**src/hw/rtl/sach_pkg.sv**
```systemverilog
// Shared types, constants and codes for the sequenced actuator command handler.
package sach_pkg;

    localparam int SOLENOID_COUNT = 4;
    localparam int IGNITER_COUNT  = 1;
    localparam int LIGHT_COUNT    = 4;
    localparam int BYTE_SLOTS     = 4;

    localparam int SEQ_W     = 32;
    localparam int CODE_W    = 16;
    localparam int VALUE_W   = 32;
    localparam int BYTE_W    = 8;
    localparam int CFG_IDX_W = 2;
    localparam int SLOT_W    = $clog2(BYTE_SLOTS);

    localparam int QUEUE_DEPTH = 2;
    localparam int PTR_W       = (QUEUE_DEPTH > 1) ? $clog2(QUEUE_DEPTH) : 1;
    localparam int COUNT_W     = $clog2(QUEUE_DEPTH + 1);

    localparam logic [CODE_W-1:0] SOLENOID_BASE_RST = 16'd100;
    localparam logic [CODE_W-1:0] IGNITER_BASE_RST  = 16'd200;
    localparam logic [CODE_W-1:0] LIGHT_BASE_RST    = 16'd300;

    // configuration register indexes
    localparam logic [CFG_IDX_W-1:0] CFG_SOLENOID_BASE = 2'd0;
    localparam logic [CFG_IDX_W-1:0] CFG_IGNITER_BASE  = 2'd1;
    localparam logic [CFG_IDX_W-1:0] CFG_LIGHT_BASE    = 2'd2;

    localparam logic FUNC_COMMAND = 1'b0;
    localparam logic FUNC_REPORT  = 1'b1;

    typedef enum logic [1:0] {
        KIND_ACK      = 2'd0,
        KIND_SOLENOID = 2'd1,
        KIND_IGNITER  = 2'd2,
        KIND_LIGHT    = 2'd3
    } kind_t;

    typedef logic [BYTE_SLOTS-1:0][BYTE_W-1:0] act_bytes_t;

    typedef struct packed {
        logic                 we;
        logic [CFG_IDX_W-1:0] index;
        logic [CODE_W-1:0]    data;
    } cfg_wr_t;

    // one queued job: ack plus telemetry snapshots; tel_mask bit 0 solenoid,
    // bit 1 igniter, bit 2 light
    typedef struct packed {
        logic [SEQ_W-1:0] ack_seq;
        logic [2:0]       tel_mask;
        act_bytes_t       sol;
        act_bytes_t       ign;
        act_bytes_t       light;
    } job_t;

endpackage

```
**src/hw/rtl/sach_cmd_if.sv**
```systemverilog
// Command channel interface: valid/ready plus command payload.
interface sach_cmd_if;
    logic        valid;
    logic        ready;
    logic        func;
    logic [31:0] cmd_seq;
    logic [15:0] control_code;
    logic [31:0] new_value;

    modport source (output valid, output func, output cmd_seq, output control_code,
                    output new_value, input ready);
    modport sink (input valid, input func, input cmd_seq, input control_code,
                  input new_value, output ready);
endinterface

```
**src/hw/rtl/sach_rsp_if.sv**
```systemverilog
// Result channel interface: valid/ready plus result payload.
interface sach_rsp_if;
    logic        valid;
    logic        ready;
    logic [1:0]  kind;
    logic [31:0] ack_seq;
    logic [7:0]  byte_zero;
    logic [7:0]  byte_one;
    logic [7:0]  byte_two;
    logic [7:0]  byte_three;
    logic        last;

    modport source (output valid, output kind, output ack_seq, output byte_zero,
                    output byte_one, output byte_two, output byte_three,
                    output last, input ready);
    modport sink (input valid, input kind, input ack_seq, input byte_zero,
                  input byte_one, input byte_two, input byte_three,
                  input last, output ready);
endinterface

```
**src/hw/rtl/sequenced_actuator_command_handler.sv**
```systemverilog
// Top level of the sequenced actuator command handler.
//
// The block takes one command beat on cmd and answers on rsp with an ack beat
// carrying the last accepted sequence number, followed by a telemetry beat for
// each actuator group the command wrote (solenoid, igniter, light, in that
// order); a report beat (func 1) answers with the ack and all three groups.
// The final beat of each answer has last set. A command beat is taken
// whenever the two-entry job queue has room; the front end checks the
// sequence number, updates the actuator bytes and snapshots them into the job.
// The back end then loads one result beat per cycle into its output register
// while rsp is not stalled: one beat for an ack-only answer, two for a command
// that writes one group, up to four for a report or for overlapping code ranges.
// That output register sets the sustained rate: two beats per item for
// ordinary actuator commands, with the queue letting the command side run
// ahead while rsp is stalled. Configuration writes (cfg_we, cfg_index,
// cfg_wdata) are registered; index 0 is solenoid_base, 1 igniter_base,
// 2 light_base, and other indexes are ignored. Write them only while idle.
module sequenced_actuator_command_handler (
    input  logic                                 clk,
    input  logic                                 rst_n,
    input  logic                                 cfg_we,
    input  logic [sach_pkg::CFG_IDX_W-1:0]       cfg_index,
    input  logic [sach_pkg::CODE_W-1:0]          cfg_wdata,
    sach_cmd_if.sink                             cmd,
    sach_rsp_if.source                           rsp
);
    import sach_pkg::*;

    cfg_wr_t cfg;
    job_t    push_job;
    job_t    head_job;
    logic    push;
    logic    pop;
    logic    full;
    logic    head_valid;

    // gather the config write port into one bundle for the front end
    always_comb
    begin
        cfg.we    = cfg_we;
        cfg.index = cfg_index;
        cfg.data  = cfg_wdata;
    end

    sach_front u_front (
        .clk   (clk),
        .rst_n (rst_n),
        .cfg   (cfg),
        .cmd   (cmd),
        .full  (full),
        .push  (push),
        .job   (push_job)
    );

    sach_queue u_queue (
        .clk        (clk),
        .rst_n      (rst_n),
        .push       (push),
        .din        (push_job),
        .pop        (pop),
        .dout       (head_job),
        .full       (full),
        .head_valid (head_valid)
    );

    sach_back u_back (
        .clk        (clk),
        .rst_n      (rst_n),
        .head_valid (head_valid),
        .head       (head_job),
        .pop        (pop),
        .rsp        (rsp)
    );

endmodule

```
**src/hw/rtl/sach_front.sv**
```systemverilog
// Front end: config registers, sequence check, actuator state update, job build.
module sach_front (
    input  logic              clk,
    input  logic              rst_n,
    input  sach_pkg::cfg_wr_t cfg,
    sach_cmd_if.sink          cmd,
    input  logic              full,
    output logic              push,
    output sach_pkg::job_t    job
);
    import sach_pkg::*;

    logic [CODE_W-1:0] sol_base_reg, sol_base_next;
    logic [CODE_W-1:0] ign_base_reg, ign_base_next;
    logic [CODE_W-1:0] light_base_reg, light_base_next;
    logic [SEQ_W-1:0]  seq_reg, seq_next;
    act_bytes_t        sol_reg, sol_next;
    act_bytes_t        ign_reg, ign_next;
    act_bytes_t        light_reg, light_next;

    logic              seq_ok;
    logic              upd;
    logic              fits;
    logic              sol_hit, ign_hit, light_hit;
    logic [SLOT_W-1:0] sol_idx, ign_idx, light_idx;
    logic [BYTE_W-1:0] wr_byte;

    // range check without 16-bit wrap of base + count
    function automatic logic in_range(input logic [CODE_W-1:0] code,
                                      input logic [CODE_W-1:0] base,
                                      input logic [2:0]        count);
        logic [CODE_W:0] lim;
        lim = {1'b0, base} + {{(CODE_W-2){1'b0}}, count};
        return (code >= base) && ({1'b0, code} < lim);
    endfunction

    always_comb
    begin
        cmd.ready = !full;
        push      = cmd.valid && !full;
        seq_ok    = (cmd.cmd_seq == seq_reg + 32'd1);
        upd       = push && (cmd.func == FUNC_COMMAND) && seq_ok;
        fits      = (cmd.new_value[VALUE_W-1:BYTE_W] == '0);
        wr_byte   = cmd.new_value[BYTE_W-1:0];

        sol_hit   = in_range(cmd.control_code, sol_base_reg, 3'(SOLENOID_COUNT));
        ign_hit   = in_range(cmd.control_code, ign_base_reg, 3'(IGNITER_COUNT));
        light_hit = in_range(cmd.control_code, light_base_reg, 3'(LIGHT_COUNT));
        sol_idx   = SLOT_W'(cmd.control_code - sol_base_reg);
        ign_idx   = SLOT_W'(cmd.control_code - ign_base_reg);
        light_idx = SLOT_W'(cmd.control_code - light_base_reg);

        seq_next   = upd ? cmd.cmd_seq : seq_reg;
        sol_next   = sol_reg;
        ign_next   = ign_reg;
        light_next = light_reg;
        if (upd && fits && sol_hit)
        begin
            sol_next[sol_idx] = wr_byte;
        end
        if (upd && fits && ign_hit)
        begin
            ign_next[ign_idx] = wr_byte;
        end
        if (upd && fits && light_hit)
        begin
            light_next[light_idx] = wr_byte;
        end

        sol_base_next   = sol_base_reg;
        ign_base_next   = ign_base_reg;
        light_base_next = light_base_reg;
        if (cfg.we)
        begin
            case (cfg.index)
                CFG_SOLENOID_BASE: sol_base_next   = cfg.data;
                CFG_IGNITER_BASE:  ign_base_next   = cfg.data;
                CFG_LIGHT_BASE:    light_base_next = cfg.data;
                default:           ;
            endcase
        end

        job.ack_seq = seq_next;
        if (cmd.func == FUNC_REPORT)
        begin
            job.tel_mask = 3'b111;
        end
        else if (upd && fits)
        begin
            job.tel_mask = {light_hit, ign_hit, sol_hit};
        end
        else
        begin
            job.tel_mask = 3'b000;
        end
        job.sol   = sol_next;
        job.ign   = ign_next;
        job.light = light_next;
    end

    always_ff @(posedge clk or negedge rst_n)
    begin
        if (!rst_n)
        begin
            sol_base_reg   <= SOLENOID_BASE_RST;
            ign_base_reg   <= IGNITER_BASE_RST;
            light_base_reg <= LIGHT_BASE_RST;
            seq_reg        <= '0;
            sol_reg        <= '0;
            ign_reg        <= '0;
            light_reg      <= '0;
        end
        else
        begin
            sol_base_reg   <= sol_base_next;
            ign_base_reg   <= ign_base_next;
            light_base_reg <= light_base_next;
            seq_reg        <= seq_next;
            sol_reg        <= sol_next;
            ign_reg        <= ign_next;
            light_reg      <= light_next;
        end
    end

`ifndef SYNTHESIS
    a_seq_steps_by_one: assert property (@(posedge clk) disable iff (!rst_n)
        (seq_reg != $past(seq_reg)) |-> (seq_reg == $past(seq_reg) + 32'd1))
        else $error("accepted sequence moved by other than one");
`endif

endmodule

```
**src/hw/rtl/sach_queue.sv**
```systemverilog
// Short job queue between the front and back ends.
module sach_queue (
    input  logic           clk,
    input  logic           rst_n,
    input  logic           push,
    input  sach_pkg::job_t din,
    input  logic           pop,
    output sach_pkg::job_t dout,
    output logic           full,
    output logic           head_valid
);
    import sach_pkg::*;

    job_t               mem [QUEUE_DEPTH];
    logic [PTR_W-1:0]   wr_ptr_reg, wr_ptr_next;
    logic [PTR_W-1:0]   rd_ptr_reg, rd_ptr_next;
    logic [COUNT_W-1:0] count_reg, count_next;

    function automatic logic [PTR_W-1:0] ptr_inc(input logic [PTR_W-1:0] p);
        return (p == PTR_W'(QUEUE_DEPTH - 1)) ? '0 : p + PTR_W'(1);
    endfunction

    always_comb
    begin
        full        = (count_reg == COUNT_W'(QUEUE_DEPTH));
        head_valid  = (count_reg != '0);
        dout        = mem[rd_ptr_reg];
        wr_ptr_next = push ? ptr_inc(wr_ptr_reg) : wr_ptr_reg;
        rd_ptr_next = pop ? ptr_inc(rd_ptr_reg) : rd_ptr_reg;
        count_next  = count_reg;
        if (push && !pop)
        begin
            count_next = count_reg + COUNT_W'(1);
        end
        else if (pop && !push)
        begin
            count_next = count_reg - COUNT_W'(1);
        end
    end

    always_ff @(posedge clk)
    begin
        if (push)
        begin
            mem[wr_ptr_reg] <= din;
        end
    end

    always_ff @(posedge clk or negedge rst_n)
    begin
        if (!rst_n)
        begin
            wr_ptr_reg <= '0;
            rd_ptr_reg <= '0;
            count_reg  <= '0;
        end
        else
        begin
            wr_ptr_reg <= wr_ptr_next;
            rd_ptr_reg <= rd_ptr_next;
            count_reg  <= count_next;
        end
    end

`ifndef SYNTHESIS
    a_empty_ptrs_meet: assert property (@(posedge clk) disable iff (!rst_n)
        (count_reg == '0) |-> (wr_ptr_reg == rd_ptr_reg))
        else $error("queue empty but pointers differ");
`endif

endmodule

```
**src/hw/rtl/sach_back.sv**
```systemverilog
// Back end: walks each job's ack and telemetry results into the output register.
module sach_back (
    input  logic           clk,
    input  logic           rst_n,
    input  logic           head_valid,
    input  sach_pkg::job_t head,
    output logic           pop,
    sach_rsp_if.source     rsp
);
    import sach_pkg::*;

    logic [3:0]       done_reg, done_next;
    logic             out_valid_reg, out_valid_next;
    kind_t            out_kind_reg, out_kind_next;
    logic [SEQ_W-1:0] out_seq_reg, out_seq_next;
    act_bytes_t       out_bytes_reg, out_bytes_next;
    logic             out_last_reg, out_last_next;

    logic [3:0] want;
    logic [3:0] sel_oh;
    logic       sel_last;
    kind_t      sel_kind;
    logic       load;

    always_comb
    begin
        // bit 0 ack, then solenoid, igniter, light
        want = {head.tel_mask, 1'b1} & ~done_reg;
        if (want[0])
        begin
            sel_kind = KIND_ACK;
        end
        else if (want[1])
        begin
            sel_kind = KIND_SOLENOID;
        end
        else if (want[2])
        begin
            sel_kind = KIND_IGNITER;
        end
        else
        begin
            sel_kind = KIND_LIGHT;
        end
        sel_oh   = 4'(4'b0001 << sel_kind);
        sel_last = ((want & ~sel_oh) == 4'b0000);
        load     = head_valid && (!out_valid_reg || rsp.ready);
        pop      = load && sel_last;

        done_next = done_reg;
        if (load)
        begin
            done_next = sel_last ? 4'b0000 : (done_reg | sel_oh);
        end

        out_valid_next = load ? 1'b1 : (rsp.ready ? 1'b0 : out_valid_reg);
        out_kind_next  = out_kind_reg;
        out_seq_next   = out_seq_reg;
        out_bytes_next = out_bytes_reg;
        out_last_next  = out_last_reg;
        if (load)
        begin
            out_kind_next = sel_kind;
            out_last_next = sel_last;
            out_seq_next  = (sel_kind == KIND_ACK) ? head.ack_seq : '0;
            case (sel_kind)
                KIND_SOLENOID: out_bytes_next = head.sol;
                KIND_IGNITER:  out_bytes_next = head.ign;
                KIND_LIGHT:    out_bytes_next = head.light;
                default:       out_bytes_next = '0;
            endcase
        end

        rsp.valid      = out_valid_reg;
        rsp.kind       = out_kind_reg;
        rsp.ack_seq    = out_seq_reg;
        rsp.byte_zero  = out_bytes_reg[0];
        rsp.byte_one   = out_bytes_reg[1];
        rsp.byte_two   = out_bytes_reg[2];
        rsp.byte_three = out_bytes_reg[3];
        rsp.last       = out_last_reg;
    end

    always_ff @(posedge clk or negedge rst_n)
    begin
        if (!rst_n)
        begin
            done_reg      <= '0;
            out_valid_reg <= 1'b0;
        end
        else
        begin
            done_reg      <= done_next;
            out_valid_reg <= out_valid_next;
        end
    end

    always_ff @(posedge clk)
    begin
        out_kind_reg  <= out_kind_next;
        out_seq_reg   <= out_seq_next;
        out_bytes_reg <= out_bytes_next;
        out_last_reg  <= out_last_next;
    end

`ifndef SYNTHESIS
    a_new_job_starts_with_ack: assert property (@(posedge clk) disable iff (!rst_n)
        (load && (done_reg == 4'b0000)) |-> (sel_kind == KIND_ACK))
        else $error("job did not start with an ack");

    a_done_within_job: assert property (@(posedge clk) disable iff (!rst_n)
        (done_reg & ~({head.tel_mask, 1'b1} & {4{head_valid}})) == 4'b0000)
        else $error("progress mask outside the current job");

    a_pop_follows_last: assert property (@(posedge clk) disable iff (!rst_n)
        pop |=> (out_valid_reg && out_last_reg))
        else $error("job retired without a last beat");
`endif

endmodule
```
**src/flat_wrapper.sv**
```systemverilog
// flat-port wrapper written by rule: the top's interface ports become plain ports
module sequenced_actuator_command_handler_flat import sach_pkg::*;
  (clk, rst_n, cfg_we, cfg_index, cfg_wdata, cmd_valid, cmd_func, cmd_cmd_seq, cmd_control_code, cmd_new_value, cmd_ready, rsp_valid, rsp_kind, rsp_ack_seq, rsp_byte_zero, rsp_byte_one, rsp_byte_two, rsp_byte_three, rsp_last, rsp_ready);
  sach_cmd_if cmd_i ();
  sach_rsp_if rsp_i ();
  input  logic clk;
  input  logic rst_n;
  input  logic cfg_we;
  input  logic [sach_pkg::CFG_IDX_W-1:0] cfg_index;
  input  logic [sach_pkg::CODE_W-1:0] cfg_wdata;
  input wire logic [$bits(cmd_i.valid)-1:0] cmd_valid;
  input wire logic [$bits(cmd_i.func)-1:0] cmd_func;
  input wire logic [$bits(cmd_i.cmd_seq)-1:0] cmd_cmd_seq;
  input wire logic [$bits(cmd_i.control_code)-1:0] cmd_control_code;
  input wire logic [$bits(cmd_i.new_value)-1:0] cmd_new_value;
  output wire logic [$bits(cmd_i.ready)-1:0] cmd_ready;
  output wire logic [$bits(rsp_i.valid)-1:0] rsp_valid;
  output wire logic [$bits(rsp_i.kind)-1:0] rsp_kind;
  output wire logic [$bits(rsp_i.ack_seq)-1:0] rsp_ack_seq;
  output wire logic [$bits(rsp_i.byte_zero)-1:0] rsp_byte_zero;
  output wire logic [$bits(rsp_i.byte_one)-1:0] rsp_byte_one;
  output wire logic [$bits(rsp_i.byte_two)-1:0] rsp_byte_two;
  output wire logic [$bits(rsp_i.byte_three)-1:0] rsp_byte_three;
  output wire logic [$bits(rsp_i.last)-1:0] rsp_last;
  input wire logic [$bits(rsp_i.ready)-1:0] rsp_ready;
  assign cmd_i.valid = cmd_valid;
  assign cmd_i.func = cmd_func;
  assign cmd_i.cmd_seq = cmd_cmd_seq;
  assign cmd_i.control_code = cmd_control_code;
  assign cmd_i.new_value = cmd_new_value;
  assign cmd_ready = cmd_i.ready;
  assign rsp_valid = rsp_i.valid;
  assign rsp_kind = rsp_i.kind;
  assign rsp_ack_seq = rsp_i.ack_seq;
  assign rsp_byte_zero = rsp_i.byte_zero;
  assign rsp_byte_one = rsp_i.byte_one;
  assign rsp_byte_two = rsp_i.byte_two;
  assign rsp_byte_three = rsp_i.byte_three;
  assign rsp_last = rsp_i.last;
  assign rsp_i.ready = rsp_ready;
  sequenced_actuator_command_handler u_core (.clk(clk), .rst_n(rst_n), .cfg_we(cfg_we), .cfg_index(cfg_index), .cfg_wdata(cfg_wdata), .cmd(cmd_i), .rsp(rsp_i));
endmodule
```
**config.mk**
```make
export PLATFORM = sky130hd
export DESIGN_NAME = sequenced_actuator_command_handler_flat
export DESIGN_NICKNAME = d
export VERILOG_FILES = /design/src/hw/rtl/sach_pkg.sv /design/src/hw/rtl/sach_cmd_if.sv /design/src/hw/rtl/sach_rsp_if.sv /design/src/hw/rtl/sequenced_actuator_command_handler.sv /design/src/hw/rtl/sach_front.sv /design/src/hw/rtl/sach_queue.sv /design/src/hw/rtl/sach_back.sv /design/src/flat_wrapper.sv
export SDC_FILE = /design/constraint.sdc
export NUM_CORES = 1
export LEC_CHECK = 0
export ABC_AREA = 1
export BUFFER_PORTS_ARGS = -buffer_cell sky130_fd_sc_hd__buf_2
export CAP_MARGIN = 10
export CORE_MARGIN = 2
export CORE_UTILIZATION = 55
export CTS_BUF_LIST = sky130_fd_sc_hd__clkbuf_4
export DETAILED_ROUTE_END_ITERATION = 10
export GPL_ROUTABILITY_DRIVEN = 1
export PLACE_DENSITY = 0.74
export REMOVE_ABC_BUFFERS = 1
export SYNTH_ARGS = -nofsm -noshare
export SYNTH_HDL_FRONTEND = slang
export SYNTH_HIERARCHICAL = 1
export SYNTH_SLANG_ARGS = --single-unit
export TNS_END_PERCENT = 1
```
**constraint.sdc**
```tcl
create_clock -name clk -period 14.1 [get_ports clk]
set_input_delay 2.82 -clock clk [delete_from_list [all_inputs] [get_ports clk]]
set_output_delay 2.82 -clock clk [all_outputs]
set_load 0.02 [all_outputs]
```
==> impl_metrics.yaml, run 1 <==
route:
  via_count: 19200
  met3_length_mm: 5.16
  wl_met1_mm: 25.8
  drc: 0
  highest_layer: "met4"
  postRouteAntennaNets: 0
  wl_mm: 63.9
  wl_per_cell_um: 18.5
  viasPerCell: 5.57
  first_iter_violations: 1816
  firstDrtPassIters: 6
  wl_met2_mm: 31.2
layout:
  fillers: 3692
  register_area_mm2: 0.0145
  nNetsFinal: 2936
  layout-drive-gt1-share_pct: 21.6
  max_flop_register: "u_core/u_queue/mem"
  multi_input_area_mm2: 0.00990
  fin_area_mm2: 0.0287
  largest_reg_flops: 262
  syn_to_final_growth_pct: 11.2
place:
  numPortBuffers: 172
  placed_cell_area_mm2: 0.0270
  place.gp.congestion: 0.888
  hpwl_mm: 39.5
  place_ws_ns: 7.65
clock_tree:
  insertion_delay_ns: 0.97
  cts_resized: 0
  h-tree-depth: 4
  clk_path_buf_depth: 3
  cts_tree: "done"
  clockRootBuffer: "clkbuf_4"
  clk_pin_slew_ns: 0.07
  post_cts_buffers: 0
  cts_buffers: 134
  clock_sinks: 514
  postCtsHoldBufs: 0
floorplan:
  die_area_mm2: 0.0487
  die_w_um: 221
  die_h_um: 221
  rows: 79
  start_util_pct: 55.6
  coreArea_mm2: 0.0465
  num_io_pins: 173
synthesis:
  yosysWarnings: 6
  synth.distinct_cells: 42
  ys_ff_latch: 514
  synth_top_area_share_pct: 38.3
  async_reset_ff_share_pct: 36.0
  synth_common_cells: "nand2_1 (704), edfxtp_1 (329), inv_1 (201)"
  synth-edff-count: 329
  synth_area_leaders: "edfxtp_1 (38%), dfrtp_1 (17%), nand2_1 (10%)"
  synth_area_per_cell_um2: 10.3
  synth_top_cell_by_area: "edfxtp_1"
  netlist_area_mm2: 0.0258
  synthCells: 2512
  ys_seq_area_share_pct: 56.2
  synth_top_flop_cell: "edfxtp_1"
  yosysMostFrequentCell: "nand2_1"
timing:
  clock-skew-final_ns: 0.0627
  tns_ns: 0
  fmax_ghz: 0.179
  maxSlewViolCount: 0
  tightest_slew_ns: 1.26
  holdWs_ns: 0.499
  setup_viol: 0
  min_period_over_period_pct: 39.6
  fin_ws_ns: 8.52
  relSlewSlack_pct: 15.9
  fin_crit_ns: 5.58
  timing.final.hold_violations: 0
  rsz0062_at_grt: "false"
run_status:
  outcome: "completed"
min_path:
  min_path_cells: 2
  worstHoldStart: "u_core/u_queue/count_reg[1]"
  worstHoldPathType: "reg -> reg"
global_route:
  antenna_found_initial: 4
  grt_pass1_wl_mm: 99.8
  overflow: 0
  grt_pass1_vias: 19300
  grt_usage_pct: 26.8
  grt_max_degree: 99
power:
  ir_drop_v: 0.000212
  p_total_mw: 4.76
  pwr_density_cell_mw_per_mm2: 166
  p_leak_nw: 13.1
critical_path:
  crit_required_ns: 14.87
  endpoint_kind: "flop"
  r2r_setup_slack_ns: 9.29
  crit_start: "cmd_func"
  worstPathArrival_ns: 6.35
  cp-start-kind: "primary input"
  r2r-start: "u_core/u_front/ign_base_reg[1]"
  ff2ff_path_depth: 19
  critPathMaxFanout: 98
  crit_type: "in -> reg"
run:
  drv_cap: 0
stage by stage:
| stage | utilization (%) | instances |
|---|---|---|
| final | 61.8 | 3447 |
| after global routing | 61.8 | 3447 |
| after CTS | 61.8 | 3443 |
| after detailed placement | 58.0 | 3203 |
| after global placement | 58.0 | 3203 |
| after floorplan | - | 2407 |
kinds of logic (layout without fill, tap and decap cells):
kind of cell	Yosys count	in the layout	synth area share, %
buffers and inverters	313	637	5.53
and+or+nand+nor	1154	1154	19.6
DFF	514	514	56.2
muxes	131	131	6.88
xor gates and xnor gates	55	55	1.87
AOI/OAI and AO/OA	245	245	4.94
adders and majority gates	100	100	4.93
other	0	4	0
cell type report:
cell class | count | area share, %
well taps | 607 | 2.65
inverters | 208 | 2.73
flip-flops and latches | 514 | 50.6
clock inverters | 30 | 0.536
repair buffers | 189 | 3.47
multi-input cells | 1685 | 34.5
diodes | 4 | 0.0349
clock buffers | 210 | 5.49
where the power goes:
part	internal (mW)	switching [mW]	total (mW)
clock	0.695	0.602	1.30
sequential	1.97	0.152	2.12
combinational	0.482	0.858	1.34
metal layers:
layer,track usage (%),vias to the layer above
li1,-,9068
met1,33.5,9185
met2,44.8,827
met3,6.19,118
met4,11.7,0
met5,0,-
placed cells by master, fill, tap and decap left out, types with 3 or more instances in the layout:
cell	Yosys	layout
nor2_4	10	13
a211oi_1	3	3
nor2_1	153	148
diode_2	0	4
clkinv_2	0	7
ha_1	97	97
xor2_1	41	41
nor4_1	8	8
nor2_2	6	8
xnor2_1	14	14
nand3_1	99	99
o311a_1	3	3
edfxtp_1	329	329
or2_2	7	7
nand2_2	7	7
nand3b_1	10	10
fa_1	3	3
dfstp_2	10	10
o21a_1	3	3
mux2_2	51	51
buf_4	12	17
o21ai_0	152	152
nand4_1	120	120
buf_2	14	171
o21bai_1	5	5
o21ai_1	10	10
inv_1	201	199
mux2_4	80	80
dfrtp_1	175	173
clkbuf_4	0	210
nand4_4	3	3
clkinv_1	1	15
nor3_1	17	17
and2_1	4	4
a21oi_1	67	67
nand2_1	704	704
inv_2	6	13
worst max-delay path, cell delays in order:
cell	delay, ns
buf_2	0.11
nor3_1	0.46
nand3_1	0.16
nor2_1	0.15
nand3_1	0.09
nor2_1	0.13
nand3_1	0.08
nor2_1	0.09
nand2_1	0.09
nor2_4	0.24
buf_4	0.39
buf_4	0.96
nand4_1	0.24
nand2_1	0.20
final timing paths:
kind	end
min in group asynchronous	u_core/u_front/light_reg[11]
max reg2reg	u_core/u_queue/mem[1][61]
min reg2reg	u_core/u_queue/count_reg[1]
max in group asynchronous	u_core/u_front/seq_reg[13]
min	u_core/u_queue/count_reg[1]
max	u_core/u_queue/mem[0][14]
Note: power is estimated with default switching activity, not from simulation.
==> inputs of run 2 (changes only) <==
--- a/config.mk
+++ b/config.mk
@@ -5,7 +5,7 @@
 export SDC_FILE = /design/constraint.sdc
 export NUM_CORES = 1
 export LEC_CHECK = 0
-export ABC_AREA = 1
+export ABC_AREA = 0
 export BUFFER_PORTS_ARGS = -buffer_cell sky130_fd_sc_hd__buf_2
 export CAP_MARGIN = 10
 export CORE_MARGIN = 2
==> constraint.sdc (replaced) <==
create_clock -name clk -period 5.8 [get_ports clk]
set_input_delay 1.16 -clock clk [delete_from_list [all_inputs] [get_ports clk]]
set_output_delay 1.16 -clock clk [all_outputs]
set_load 0.02 [all_outputs]
==> impl_metrics.yaml, run 2 <==
run_status:
  outcome: "completed"
route:
  drc: 0
  viasPerCell: 5.58
  via_count: 14700
  wl_per_cell_um: 19.5
  wl_mm: 51.3
  postRouteAntennaNets: 0
  firstDrtPassIters: 5
  first_iter_violations: 728
floorplan:
  coreArea_mm2: 0.0433
  num_io_pins: 173
  start_util_pct: 56.1
  die_w_um: 214
  die_h_um: 214
  die_area_mm2: 0.0458
  rows: 76
timing:
  timing.final.hold_violations: 0
  fmax_ghz: 0.199
  rsz0062_at_grt: "false"
  min_period_over_period_pct: 86.6
  tightest_slew_ns: 0.994
  maxSlewViolCount: 0
  relSlewSlack_pct: 33.7
  fin_crit_ns: 5.02
  setup_viol: 0
  clock-skew-final_ns: 0.0564
  tns_ns: 0
synthesis:
  synth_area_leaders: "edfxtp_1 (41%), dfrtp_1 (18%), mux2_2 (9.9%)"
  synth-edff-count: 329
  synth_top_area_share_pct: 40.7
  synth_area_per_cell_um2: 14.5
  ys_ff_latch: 514
  yosysWarnings: 6
  yosysMostFrequentCell: "edfxtp_1"
  netlist_area_mm2: 0.0243
  synth_top_flop_cell: "edfxtp_1"
  async_reset_ff_share_pct: 36.0
  synthCells: 1676
  synth.distinct_cells: 70
  synth_top_cell_by_area: "edfxtp_1"
  synth_common_cells: "edfxtp_1 (329), mux2_2 (213), dfrtp_1 (175)"
  ys_seq_area_share_pct: 59.9
place:
  numPortBuffers: 172
  hpwl_mm: 31.9
  place.gp.congestion: 0.865
  placed_cell_area_mm2: 0.0256
critical_path:
  worst_path_max_delay_cell: "a2111oi_0"
  r2r_setup_slack_ns: 0.78
  crit_chain: "nand3_1 -> nor4_1 -> and3_1 -> and3_1 -> nand3_1 -> xnor2_1 -> ha_1 -> a2111oi_0 -> a22oi_1 -> o311ai_0 -> a21oi_1 -> nor2_1 -> nand4_1 -> mux2_2"
  slowest_delay_ns: 0.73
  crit_type: "reg -> reg"
  r2r_end: "u_core/u_queue/mem[1][33]"
  cp-start-kind: "flop"
  worstPathArrival_ns: 5.68
  endpoint_kind: "flop"
  critPathMaxFanout: 8
  r2r-start: "u_core/u_front/ign_base_reg[3]"
  crit_required_ns: 6.46
  ff2ff_path_depth: 14
global_route:
  grt_max_degree: 101
  globalRouteMet2Util_pct: 36.7
  use_met1_pct: 30.0
  overflow: 0
  grt_util_met3_pct: 5.79
  antenna_found_initial: 2
  grt_usage_pct: 22.8
  grt_pass1_vias: 15200
  grt_pass1_wl_mm: 81.1
  grt_busiest_layer: "met2"
clock_tree:
  cts_resized: 0
  cts_buffers: 135
  cts_tree: "done"
  clk_path_buf_depth: 3
  clock_sinks: 514
  postCtsHoldBufs: 0
  h-tree-depth: 4
  clockRootBuffer: "clkbuf_4"
  insertion_delay_ns: 0.95
  post_cts_buffers: 0
  clk_pin_slew_ns: 0.06
layout:
  layout_common_cells: "edfxtp_1 (329), clkbuf_4 (214), mux2_2 (213), dfrtp_1 (173), buf_2 (171)"
  layout_commonest_cell: "edfxtp_1"
  largest_reg_flops: 262
  fin_area_mm2: 0.0276
  fillers: 3293
  max_flop_register: "u_core/u_queue/mem"
  nNetsFinal: 2140
  syn_to_final_growth_pct: 13.6
  layout-drive-gt1-share_pct: 36.7
power:
  p_leak_nw: 12.0
  pwr_density_cell_mw_per_mm2: 439
  ir_drop_v: 0.000223
run:
  drv_cap: 0
min_path:
  worstHoldPathType: "in -> async"
run 2: cell types whose count changed after synthesis, moves of 45 or more:
cell	previous run	this run
nand2_1	704	115
mux2_2	51	213
inv_1	201	63
nor2_1	153	28
o21ai_0	152	34
nand4_1	120	20
xnor2_1	14	69
nor2b_1	0	45
run 2: worst max path at each step:
stage                                         from                         end  slack [ns]
floorplan                                cmd_valid    u_core/u_queue/mem[0][0]       -2.08
global placement                    cmd_cmd_seq[6]  u_core/u_queue/mem[0][128]        0.70
detailed placement                  cmd_cmd_seq[6]  u_core/u_queue/mem[0][129]        0.66
CTS                 u_core/u_front/ign_base_reg[3]   u_core/u_queue/mem[1][33]        0.65
global route        u_core/u_front/ign_base_reg[3]   u_core/u_queue/mem[1][33]        0.38
finish              u_core/u_front/ign_base_reg[3]   u_core/u_queue/mem[1][33]        0.78
run 2: logic make-up after synthesis:
family	synth area share, %
AOI/OAI and AO/OA	5.13
DFF	59.9
xor gates and xnor gates	3.00
and+or+nand+nor	8.97
adders and majority gates	5.34
buffers and inverters	2.70
muxes	15.0
run 2: critical path: cells and delay by family, from the launching register on:
family | cells | cell delay [ns]
AND/OR/NAND/NOR | 7 | 2.07
AO/OA/AOI/OAI | 4 | 1.25
flip-flops | 1 | 0.55
multiplexers | 1 | 0.46
adder cells (fa/ha/maj) | 1 | 0.29
XOR/XNOR | 1 | 0.14
run 2: power by group:
part / leakage [nW] / total [mW] / switching [mW] / internal, mW
sequential: 5.65 / 5.15 / 0.299 / 4.86
combinational: 5.22 / 3.48 / 2.05 / 1.43
clock: 1.14 / 3.44 / 1.46 / 1.99
run 2: cell type report:
cell class	instances	area (um2)	area share [%]
Clock buffer	214	1610	5.83
Timing Repair Buffer	188	1030	3.73
Inverter	63	238	0.863
Clock inverter	32	317	1.15
Multi-Input combinational cell	1034	9100	33.0
Tap cell	585	732	2.66
Antenna cell	2	5.00	0.0182
Sequential cell	514	14500	52.7
run 2: per-layer routing:
metal / up-vias / share of wire, %
li1: 6860 / -
met1: 7373 / 44
met2: 370 / 49
met3: 87 / 5.1
met4: 0 / 2.2
met5: - / 0
run 2: metrics by stage:
stage	total power [mW]	instances	setup slack [ns]	hold slack [ns]	util, %
finish	12.1	2632	0.777	0.288	63.7
global route	12.7	2632	0.385	0.282	63.7
CTS	12.2	2630	0.651	0.232	63.7
detailed placement	8.73	2384	0.655	0.486	59.2
global placement	8.66	2384	0.700	0.467	59.2
floorplan	7.86	1611	-2.08	0.447	-
